[src/hdl/aie_pkg.sv]
package aie_pkg;

    localparam int WORD_W    = 32;
    localparam int KIND_W    = 6;
    localparam int IMM_W     = 24;
    localparam int SHIFT_W   = 5;
    localparam int MEM_WORDS = 4096;
    localparam int ADDR_W    = $clog2(MEM_WORDS);

    typedef logic [WORD_W-1:0] word_t;
    typedef logic [ADDR_W-1:0] addr_t;
    typedef logic [KIND_W-1:0] kind_t;

    localparam word_t NEG_BIT = 32'h8000_0000;
    localparam word_t BIG_BIT = 32'h4000_0000;

    // instruction codes
    localparam kind_t OP_ADD      = 6'd0;
    localparam kind_t OP_SUB      = 6'd1;
    localparam kind_t OP_OR       = 6'd2;
    localparam kind_t OP_AND      = 6'd3;
    localparam kind_t OP_XOR      = 6'd4;
    localparam kind_t OP_NOT      = 6'd5;
    localparam kind_t OP_NEG      = 6'd6;
    localparam kind_t OP_SHL      = 6'd7;
    localparam kind_t OP_SHR      = 6'd8;
    localparam kind_t OP_ACC_IMM  = 6'd9;
    localparam kind_t OP_OPD_IMM  = 6'd10;
    localparam kind_t OP_REP_IMM  = 6'd11;
    localparam kind_t OP_SRC_IMM  = 6'd12;
    localparam kind_t OP_DST_IMM  = 6'd13;
    localparam kind_t OP_ACC_LD   = 6'd14;
    localparam kind_t OP_OPD_LD   = 6'd15;
    localparam kind_t OP_ACC_LDI  = 6'd16;
    localparam kind_t OP_OPD_LDI  = 6'd17;
    localparam kind_t OP_ST       = 6'd18;
    localparam kind_t OP_STI      = 6'd19;
    localparam kind_t OP_SRC_INC  = 6'd20;
    localparam kind_t OP_SRC_DEC  = 6'd21;
    localparam kind_t OP_DST_INC  = 6'd22;
    localparam kind_t OP_DST_DEC  = 6'd23;
    localparam kind_t OP_IMM      = 6'd24;
    localparam kind_t OP_OPD_ACC  = 6'd25;
    localparam kind_t OP_TMP_ACC  = 6'd26;
    localparam kind_t OP_REP_ACC  = 6'd27;
    localparam kind_t OP_SRC_ACC  = 6'd28;
    localparam kind_t OP_DST_ACC  = 6'd29;
    localparam kind_t OP_ACC_OPD  = 6'd30;
    localparam kind_t OP_ACC_TMP  = 6'd31;
    localparam kind_t OP_ACC_REP  = 6'd32;
    localparam kind_t OP_ACC_SRC  = 6'd33;
    localparam kind_t OP_ACC_DST  = 6'd34;
    localparam kind_t OP_NOP      = 6'd35;
    localparam kind_t OP_JZ       = 6'd36;
    localparam kind_t OP_JMN      = 6'd37;
    localparam kind_t OP_JNEG     = 6'd38;
    localparam kind_t OP_JBIG     = 6'd39;
    localparam kind_t OP_JMP      = 6'd40;
    localparam kind_t OP_REPEAT   = 6'd41;
    localparam kind_t OP_BRANCH   = 6'd42;
    localparam kind_t OP_MERGE    = 6'd43;

    typedef struct packed {
        word_t acc;
        logic  taken;
        word_t target;
    } res_t;

    typedef struct packed {
        logic  we;
        addr_t waddr;
        word_t wdata;
        addr_t raddr;
    } mem_req_t;

endpackage

[src/hdl/aie_outq.sv]
module aie_outq (
    input  logic            clk,
    input  logic            rst_n,
    input  logic            push,
    input  aie_pkg::res_t   res_in,
    input  logic            stall,
    output logic            valid,
    output aie_pkg::res_t   res_out,
    output logic            skid_full
);

    logic          out_valid_reg, out_valid_next;
    logic          skid_valid_reg, skid_valid_next;
    aie_pkg::res_t out_reg, out_next;
    aie_pkg::res_t skid_reg, skid_next;
    logic          pop;

    assign pop = out_valid_reg & ~stall;

    always_comb
    begin
        out_valid_next  = out_valid_reg;
        skid_valid_next = skid_valid_reg;
        out_next        = out_reg;
        skid_next       = skid_reg;
        if (skid_valid_reg)
        begin
            if (pop)
            begin
                out_next        = skid_reg;
                skid_valid_next = push;
                skid_next       = res_in;
            end
        end
        else if (!out_valid_reg || pop)
        begin
            out_valid_next = push;
            if (push)
            begin
                out_next = res_in;
            end
        end
        else if (push)
        begin
            skid_valid_next = 1'b1;
            skid_next       = res_in;
        end
    end

    always_ff @(posedge clk or negedge rst_n)
    begin
        if (!rst_n)
        begin
            out_valid_reg  <= 1'b0;
            skid_valid_reg <= 1'b0;
        end
        else
        begin
            out_valid_reg  <= out_valid_next;
            skid_valid_reg <= skid_valid_next;
        end
    end

    always_ff @(posedge clk)
    begin
        out_reg  <= out_next;
        skid_reg <= skid_next;
    end

    assign valid     = out_valid_reg;
    assign res_out   = out_reg;
    assign skid_full = skid_valid_reg;

endmodule

[config.mk]
export PLATFORM = sky130hd
export DESIGN_NAME = aie_outq
export DESIGN_NICKNAME = d
export VERILOG_FILES = /design/src/hdl/aie_pkg.sv /design/src/hdl/aie_outq.sv
export SDC_FILE = /design/constraint.sdc
export NUM_CORES = 1
export LEC_CHECK = 0
export BUFFER_PORTS_ARGS = -buffer_cell sky130_fd_sc_hd__buf_2
export CAP_MARGIN = 10
export CORE_MARGIN = 2
export CORE_UTILIZATION = 25
export DETAILED_ROUTE_END_ITERATION = 7
export MAX_ROUTING_LAYER = met4
export PLACE_DENSITY = 0.42
export SLEW_MARGIN = 20
export SYNTH_ARGS = -nofsm -noshare
export SYNTH_HDL_FRONTEND = slang
export SYNTH_SLANG_ARGS = --single-unit
export TNS_END_PERCENT = 50
[constraint.sdc]
create_clock -name clk -period 8.5 [get_ports clk]
set_input_delay 0.85 -clock clk [delete_from_list [all_inputs] [get_ports clk]]
set_output_delay 0.85 -clock clk [all_outputs]
set_load 0.05 [all_outputs]
==> impl_metrics.toml, run 1 <==
[floorplan]
die_h_microns = 147.4
die_x_microns = 147.4
start_util_pct = 25.41
fp-row-count = 52
io_pins = 136
die-area_sq_um = 21730
fp.coreArea_sq_um = 20230

[sta]
setup_viol = 0
fin_crit_ps = 2710
clock_skew_ps = 5.829
max_freq_ghz = 0.3689
finalHoldViolCount = 0
layout_setup_ws_ps = 5790
slew_headroom_pct = 26.52
tns_ps = 0
fin_crit_sh_pct = 31.89
worst_pin_slew_ps = 1102
rsz0062_at_grt = "false"
slew_viol_final = 0

[pwr]
cellInternalPower_w = 0.001818
p_switching_w = 0.001163
p_seq_share_pct = 37.7
power_density_nw_per_um2 = 448.0
comb_power_share_pct = 37.9
p_sw_share_pct = 39.02
p_leak_nw = 2.692
peakVddDrop_mv = 0.1870
power_frac_clock_pct = 24.3

[outcome]
status = "finished, final reports clean"

[clock_network]
htree_levels = 4
ctsResizeCount = 0
cts_setup_buffers = 0
cts-root-buf = "clkbuf_16"
clock_path_buffers = 2
cts_made_buffers = 17
cts_tree = "done"
cts.reportedPaths.clkPinSlew_ps = 60
clkLatencyLatePin_ps = 410
hold_buffers = 0
clock_sinks = 132

[worst_setup_path]
r2r_end = "res_out[34]"
critical_path_class = "reg -> reg"
end_kind = "flop"
reg2reg_setup_slack_ps = 5790
ff2ff_path_depth = 3
critPathMaxFanout = 55
worstPathArrival_ps = 2750
worstPathRequired_ps = 8540
timing.rr.start = "skid_full"
setup.worst_path.start_class = "flop"

[logic_synthesis]
yosys_warnings = 0
synth-seq-area-share_pct = 76.90
synth.avg_cell_area_sq_um = 23.69
ys_seq_elements = 132
synthCells = 217
syn_area_sq_um = 5141
yosysUniqueCellTypes = 14
synth.net_count = 286

[placement]
dp_worst_setup_slack_ps = 5645
io_buffers = 135
place_hpwl_mm = 6.508
place_congestion = 0.7511

[drt]
post_drt_via_cell_ratio = 3.840
via_count = 2500
wl_per_cell_microns = 15.49
first_pass_iters = 4
drc = 0
ant_nets = 0
drt_iter0_drc = 140
totalWireLength_mm = 10.09

[global_routing]
grt-ovfl-total = 0
grt_pass1_vias = 2778
grt_max_degree = 56
grt_pass1_wl_mm = 15.67
grt_antenna_before_repair = 2
grt.total_usage_pct = 10.01

[layout]
final_nets = 435
syn2layout_area_growth_pct = 29.45
fin_util_pct = 32.89
drive_above_1_share_pct = 62.27

[hold_path]
hold_path.class = "in -> async"

[job]
cap_violations = 0
==> metrics by stage <==
stage / hold slack (ps) / area [sq um] / power [W] / std cells
after floorplan: 523.2 / 5141 / 0.002083 / 217
after global placement: 531.2 / 6061 / 0.002285 / 617
after detailed placement: 534.8 / 6061 / 0.002292 / 617
after CTS: 188.9 / 6650 / 0.003034 / 649
after global routing: 183.7 / 6655 / 0.003125 / 651
final: 215.2 / 6655 / 0.002981 / 651
==> kinds of logic (layout without fill, tap and decap cells) <==
logic type,count (synthesis),in the layout,synth area share [%]
buffers and inverters,10,172,2.921
multiplexers,65,65,18.91
other,0,2,0
flip-flops,132,132,76.90
AND/OR/NAND/NOR,3,3,0.3894
AO/OA/AOI/OAI,7,7,0.8763
==> power groups by stage <==
stage / Combinational (W) / Clock, W / Sequential, W
2_1_floorplan: 0.000408 / 0 / 0.00167
4_1_cts: 0.00115 / 0.000752 / 0.00113
5_1_grt: 0.00119 / 0.000785 / 0.00115
3_3_place_gp: 0.00114 / 0 / 0.00114
3_5_place_dp: 0.00115 / 0 / 0.00114
6_report: 0.00113 / 0.000726 / 0.00112
==> how the worst max path moves through the flow <==
stage / slack, ps / from / to / cells after the start
global placement: 5730 / skid_full / res_out[9] / 3
floorplan: 3710 / skid_full / skid_reg[0] / 4
finish: 5790 / skid_full / res_out[34] / 3
CTS: 5640 / skid_full / res_out[6] / 3
detailed placement: 5640 / skid_full / res_out[46] / 3
global route: 5570 / skid_full / res_out[6] / 3
==> routing by layer <==
layer	vias to the layer above	global-route usage [%]	wire [microns]	share of wire (%)
met3	12	4.568	719	7.1
li1	1163	-	-	-
met4	0	3.462	131	1.3
met1	1235	12.85	4745	47
met5	-	-	0	0
met2	90	13.97	4488	45
==> final cells by class <==
type / count / area (sq um)
clock buffers: 17 / 425.4
repair buffers: 138 / 698.2
well taps: 270 / 337.8
inverters: 2 / 7.507
clock inverters: 15 / 163.9
diodes: 2 / 5.005
fillers: 1956 / 13580
multi-input cells: 75 / 1060
flip-flops and latches: 132 / 3958
==> critical path: stages, from the launching register on <==
cell,delay [ps]
dfrtp_4,600
buf_4,450
a21oi_4,550
buf_4,700
==> cells in the final DEF (no fill, tap or decap), drive strengths merged <==
cell / netlist / final
clkinvlp: 0 / 2
nand2b: 2 / 2
o2bb2ai: 1 / 1
nand3b: 1 / 1
dfrtp: 2 / 2
edfxtp: 130 / 130
clkinv: 0 / 9
a21o: 1 / 1
o21ai: 2 / 2
a21oi: 2 / 2
a22o: 1 / 1
inv: 2 / 3
mux2: 65 / 65
bufinv: 0 / 3
buf: 8 / 138
clkbuf: 0 / 17
diode: 0 / 2
==> Yosys cell counts <==
library cell  instances  share of area, %
mux2_2                1              0.22
mux2_4               64                19
o2bb2ai_1             1              0.17
buf_12                6               2.3
a21oi_1               2              0.19
nand3b_1              1              0.15
nand2b_1              2              0.24
a21o_1                1              0.15
buf_6                 2              0.44
a22o_1                1              0.17
dfrtp_1               2              0.97
inv_1                 2              0.15
o21ai_0               2              0.19
edfxtp_1            130                76
(Power assumes the default switching activity.)
==> inputs of run 2 (changes only) <==
ABC_AREA = 1   (was not set)
PLACE_DENSITY = 0.44   (was 0.42)
clock period = 2.45 ns   (was 8.5 ns; I/O delays follow)
==> run 2 against run 1 <==
Flip-flop and latch count unchanged. Critical path type unchanged. Worst hold slack worse by 180 ps. Global-route usage up 0.92 points. Largest cell class unchanged. Die area down 5.4%.
==> impl_metrics.toml, run 2 <==
[floorplan]
die_h_microns = 143.4
fp-row-count = 50
start_util_pct = 25.71
fp.coreArea_sq_um = 18890
die-area_sq_um = 20560
io_pins = 136
die_x_microns = 143.4

[logic_synthesis]
synth-seq-area-share_pct = 81.40
synth.avg_cell_area_sq_um = 13.61
synth.net_count = 426
yosys_warnings = 0
synth_edf_count = 130
synthCells = 357
synth_flop_cell = "edfxtp_1"
yosys.area.top_type = "edfxtp_1"
synthTopCellsByCount = "nand2_1, edfxtp_1, buf_2, buf_6, nand3_1"
synth_top_cell_area_share_pct = 80.37
yosysUniqueCellTypes = 10
async_flop_share_pct = 1.515
synth-compound-area-share_pct = 0.1030
synth_top_family_by_area = "simple AND/OR/NAND/NOR gates"
ys_top_cells_by_area = "edfxtp_1, nand2_1, buf_6"
synth_most_common_cell = "nand2_1"
syn_area_sq_um = 4857
synth-adder-area-share_pct = 0
muxShareOfSynthArea_pct = 0
synth-simple-area-share_pct = 15.95
ys_seq_elements = 132
synth_xor_area_share_pct = 0

[clock_network]
cts_setup_buffers = 0
clock_path_buffers = 2
clock_sinks = 132
htree_levels = 4
cts-root-buf = "clkbuf_16"
ctsResizeCount = 0
cts.reportedPaths.clkPinSlew_ps = 60
clkLatencyLatePin_ps = 400
cts_tree = "done"
cts_made_buffers = 17
hold_buffers = 1

[global_routing]
grt_pass1_wl_mm = 16.14
grt_antenna_before_repair = 0
grt_busiest_layer = "met2"
use_met3_pct = 4.165
grt_pass1_vias = 3081
grt.total_usage_pct = 10.93
grt_use_met2_pct = 16.39
grt-ovfl-total = 0
grt_max_degree = 52
gr-usage-met1_pct = 13.42

[sta]
max_freq_ghz = 0.5361
tns_ps = 0
finalHoldViolCount = 0
setup_viol = 0
rsz0062_at_grt = "false"
worst_pin_slew_ps = 576.7
fin_crit_sh_pct = 76.13
slew_viol_final = 0
holdWs_ps = 31.63
slew_headroom_pct = 61.55
fin_crit_ps = 1865
clock_skew_ps = 6.222

[pwr]
comb_power_share_pct = 37.2
cellInternalPower_w = 0.005624
power_frac_clock_pct = 23.8
power_density_nw_per_um2 = 1506
p_leak_nw = 2.720
peakVddDrop_mv = 0.5202
p_sw_share_pct = 41.77
p_switching_w = 0.004034
p_seq_share_pct = 39.0

[worst_setup_path]
setup.worst_path.start_class = "flop"
critical_path_class = "reg -> reg"
crit_path_cell_trace = "buf_4 -> nand3_1 -> nand2_4 -> buf_12"
reg2reg_setup_slack_ps = 580
worstPathArrival_ps = 1960
end_kind = "flop"
timing.rr.start = "skid_full"
critPathSlowestCell = "dfrtp_2"
worstPathRequired_ps = 2540
slowest_delay_ps = 380
critPathMaxFanout = 38
worstSetupStartpoint = "skid_full"

[drt]
ant_nets = 0
drt_iter0_drc = 136
via_count = 2987
post_drt_via_cell_ratio = 3.834
drc = 0
totalWireLength_mm = 10.58
wl_per_cell_microns = 13.59
first_pass_iters = 6

[outcome]
status = "finished, final reports clean"

[layout]
drive_above_1_share_pct = 34.10
multi_input_area_sq_um = 805.8
fillers = 1928
final_nets = 575
syn2layout_area_growth_pct = 32.07
final_cell_mix = "nand2_1, buf_2, edfxtp_1"
register_area_sq_um = 3955
antenna_cells = 0
layout_commonest_cell = "nand2_1"

[job]
cap_violations = 0

[placement]
place_congestion = 0.7345
io_buffers = 135
place_hpwl_mm = 7.117

[hold_path]
hold_path.class = "in -> reg"
min_from = "res_in[49]"
[run 2: through the flow]
stage	instance area, sq um	cells	total power [W]	setup slack, ps	utilization, %
after floorplan	4883	357	0.006609	7.284	-
after global placement	5842	744	0.007436	574.2	30.92
after detailed placement	5842	744	0.007484	531.7	30.92
after CTS	6395	777	0.009834	517.9	33.85
after global routing	6415	779	0.01020	410.9	33.95
final	6415	779	0.009658	584.7	33.95
[run 2: power by group through the flow]
stage,clock network (W),logic [W],registers [W]
2_1_floorplan,0,0.00109,0.00552
3_3_place_gp,0,0.00363,0.00380
3_5_place_dp,0,0.00367,0.00382
4_1_cts,0.00237,0.00368,0.00379
5_1_grt,0.00248,0.00389,0.00384
6_report,0.00230,0.00359,0.00377
[run 2: area by class of cell]
type / instances / area share (%)
repair buffers: 145 / 12.01
inverters: 4 / 0.2341
clock inverters: 15 / 1.833
well taps: 260 / 5.071
multi-input cells: 206 / 12.56
flip-flops and latches: 132 / 61.65
clock buffers: 17 / 6.632
[run 2: routing by layer]
layer	wire (microns)	part of all wire [%]	up-vias
met5	0	0	-
met4	195	1.8	0
met3	642	6.1	14
met2	4707	44	100
met1	5038	48	1367
li1	-	-	1506
[run 2: worst paths after layout]
path                       cells past startpoint            to
setup reg to reg                               4  skid_reg[15]
hold reg to reg                                2   res_out[61]
setup / recovery                               4  skid_reg[15]
max in group asynchronous                      2     skid_full
hold / removal                                 1  skid_reg[49]
min in group asynchronous                      2         valid
[run 2: critical path: cells and delay by family (launching register included)]
family,cells,cell delay (ps)
simple gates,2,540
flops,1,380
buf+inv,2,590
[run 2: logic make-up (layout without fill, tap and decap cells)]
family | after synthesis | count (layout)
AND/OR/NAND/NOR | 205 | 205
flip-flops | 132 | 132
buffers and inverters | 19 | 181
AO/OA/AOI/OAI | 1 | 1
==> inputs of run 3 (changes only) <==
ABC_AREA = 0   (was 1)
PLACE_DENSITY = 0.43   (was 0.44)
clock period = 1.6 ns   (was 2.45 ns; I/O delays follow)
==> run 3 against run 2 <==
Register-to-register slack got worse by 520 ps. Worst hold slack improved by 1.9 ps. Largest cell class unchanged. Utilization rose by 3.0 points. Critical path type is now reg -> out.
==> impl_metrics.toml, run 3 (synthesized netlist as in run 1, its figures left out) <==
[floorplan]
start_util_pct = 25.41
die_h_microns = 147.4
die-area_sq_um = 21730
fp.coreArea_sq_um = 20230
io_pins = 136
fp-row-count = 52
die_x_microns = 147.4

[global_routing]
grt-ovfl-total = 0
grt_antenna_before_repair = 0
grt_pass1_wl_mm = 15.61
grt.total_usage_pct = 9.897
grt_max_degree = 43
grt_pass1_vias = 2907

[sta]
clock_skew_ps = 7.576
tns_ps = 0
fin_crit_ps = 1535
layout_setup_ws_ps = 65.00
rsz0062_at_grt = "false"
worst_pin_slew_ps = 339.6
max_freq_ghz = 0.6515
slew_viol_final = 0
setup_viol = 0
finalHoldViolCount = 0
slew_headroom_pct = 77.36
fin_crit_sh_pct = 95.94

[drt]
ant_nets = 0
via_count = 2756
post_drt_via_cell_ratio = 3.822
drt_iter0_drc = 77
wl_met1_mm = 4.517
totalWireLength_mm = 10.14
wl_per_cell_microns = 14.06
wl_met3_microns = 608
first_pass_iters = 4
wl_met2_mm = 4.810
drc = 0
top_layer = "met4"

[clock_network]
cts.reportedPaths.clkPinSlew_ps = 60
cts_made_buffers = 17
cts_tree = "done"
htree_levels = 4
clock_path_buffers = 2
cts_setup_buffers = 0
clock_sinks = 132
cts-root-buf = "clkbuf_16"
clkLatencyLatePin_ps = 410

[placement]
place_congestion = 0.6755
placed_area_sq_um = 6161
place_hpwl_mm = 6.470
dp_cells = 622
io_buffers = 135
dp_worst_setup_slack_ps = 65.40

[job]
cap_violations = 0

[layout]
syn2layout_area_growth_pct = 45.58
drive_above_1_share_pct = 52.77
finalNonFillerCells = 721
antenna_cells = 0
layout_commonest_cell = "buf_2"
final_nets = 507
final_area_sq_um = 7485
final_cell_mix = "buf_2, edfxtp_1, dlygate4sd3_1"

[worst_setup_path]
worstPathRequired_ps = 1440
critical_path_class = "reg -> out"
end_kind = "output pin"
worstPathArrival_ps = 1380
critPathMaxFanout = 14
setup.worst_path.start_class = "flop"

[pwr]
p_leak_nw = 3.052
peakVddDrop_mv = 0.9813
power_density_nw_per_um2 = 2205

[outcome]
status = "finished, final reports clean"

[hold_path]
hold_path.class = "in -> reg"
[run 3: cell count changes in the layout (fill, tap and decap cells not counted), moves of 4 or more]
cell,delta
mux2_4,+64
clkinvlp_4,-4
nand2_1,-199
dlygate4sd3_1,+63
nand3_1,-4
bufinv_16,+4
buf_12,+4
buf_4,-4
[run 3: cell type report]
type | instances | area, sq um
Timing Repair Buffer | 210 | 1501
Fill cell | 1929 | 12750
Tap cell | 270 | 337.8
Multi-Input combinational cell | 75 | 1060
Clock buffer | 19 | 432.9
Sequential cell | 132 | 3958
Inverter | 2 | 7.507
Clock inverter | 13 | 187.7
[run 3: critical path, cell delays in order, from the launching register on]
cell and delay, ps:
dfrtp_4 500, buf_6 150, buf_12 160, buf_6 160
[run 3: per-layer routing]
metal / up-vias / track usage (%)
met1: 1333 / 11.65
met5: - / -
li1: 1308 / -
met2: 97 / 15.49
met3: 18 / 3.148
met4: 0 / 4.663
[run 3: worst paths after layout]
kind / cells after the start / start / slack (ps) / endpoint
max: 3 / skid_full / 60 / skid_full
min: 3 / push / 30 / valid
max reg2reg: 3 / skid_full / 60 / skid_reg[62]
min reg2reg: 1 / skid_reg[62] / 540 / res_out[62]
max in group asynchronous: 2 / rst_n / 1420 / skid_full
min in group asynchronous: 2 / rst_n / 60 / skid_full
[run 3: power by group]
| part | internal (W) | switching (W) | total, W |
|---|---|---|---|
| Sequential | 0.00550 | 0.000308 | 0.00581 |
| Combinational | 0.00208 | 0.00446 | 0.00654 |
| Clock | 0.00273 | 0.00142 | 0.00415 |
[run 3: repair_timing]
action                                  in CTS  in global routing
resized for setup                            2                  1
endpoints found under the hold margin       67                  0
gates cloned                                 1                  0
endpoints found under the setup margin       1                  1
hold buffers                                66                  0
[run 3: per-stage QoR]
step | utilization, % | hold WS [ps] | total power [W]
2_1_floorplan | - | -135.6 | 0.01103
3_3_place_gp | 30.45 | -43.44 | 0.01230
3_5_place_dp | 30.45 | -44.74 | 0.01232
4_1_cts | 36.97 | 11.00 | 0.01678
5_1_grt | 36.99 | 45.13 | 0.01722
6_report | 36.99 | 33.57 | 0.01650
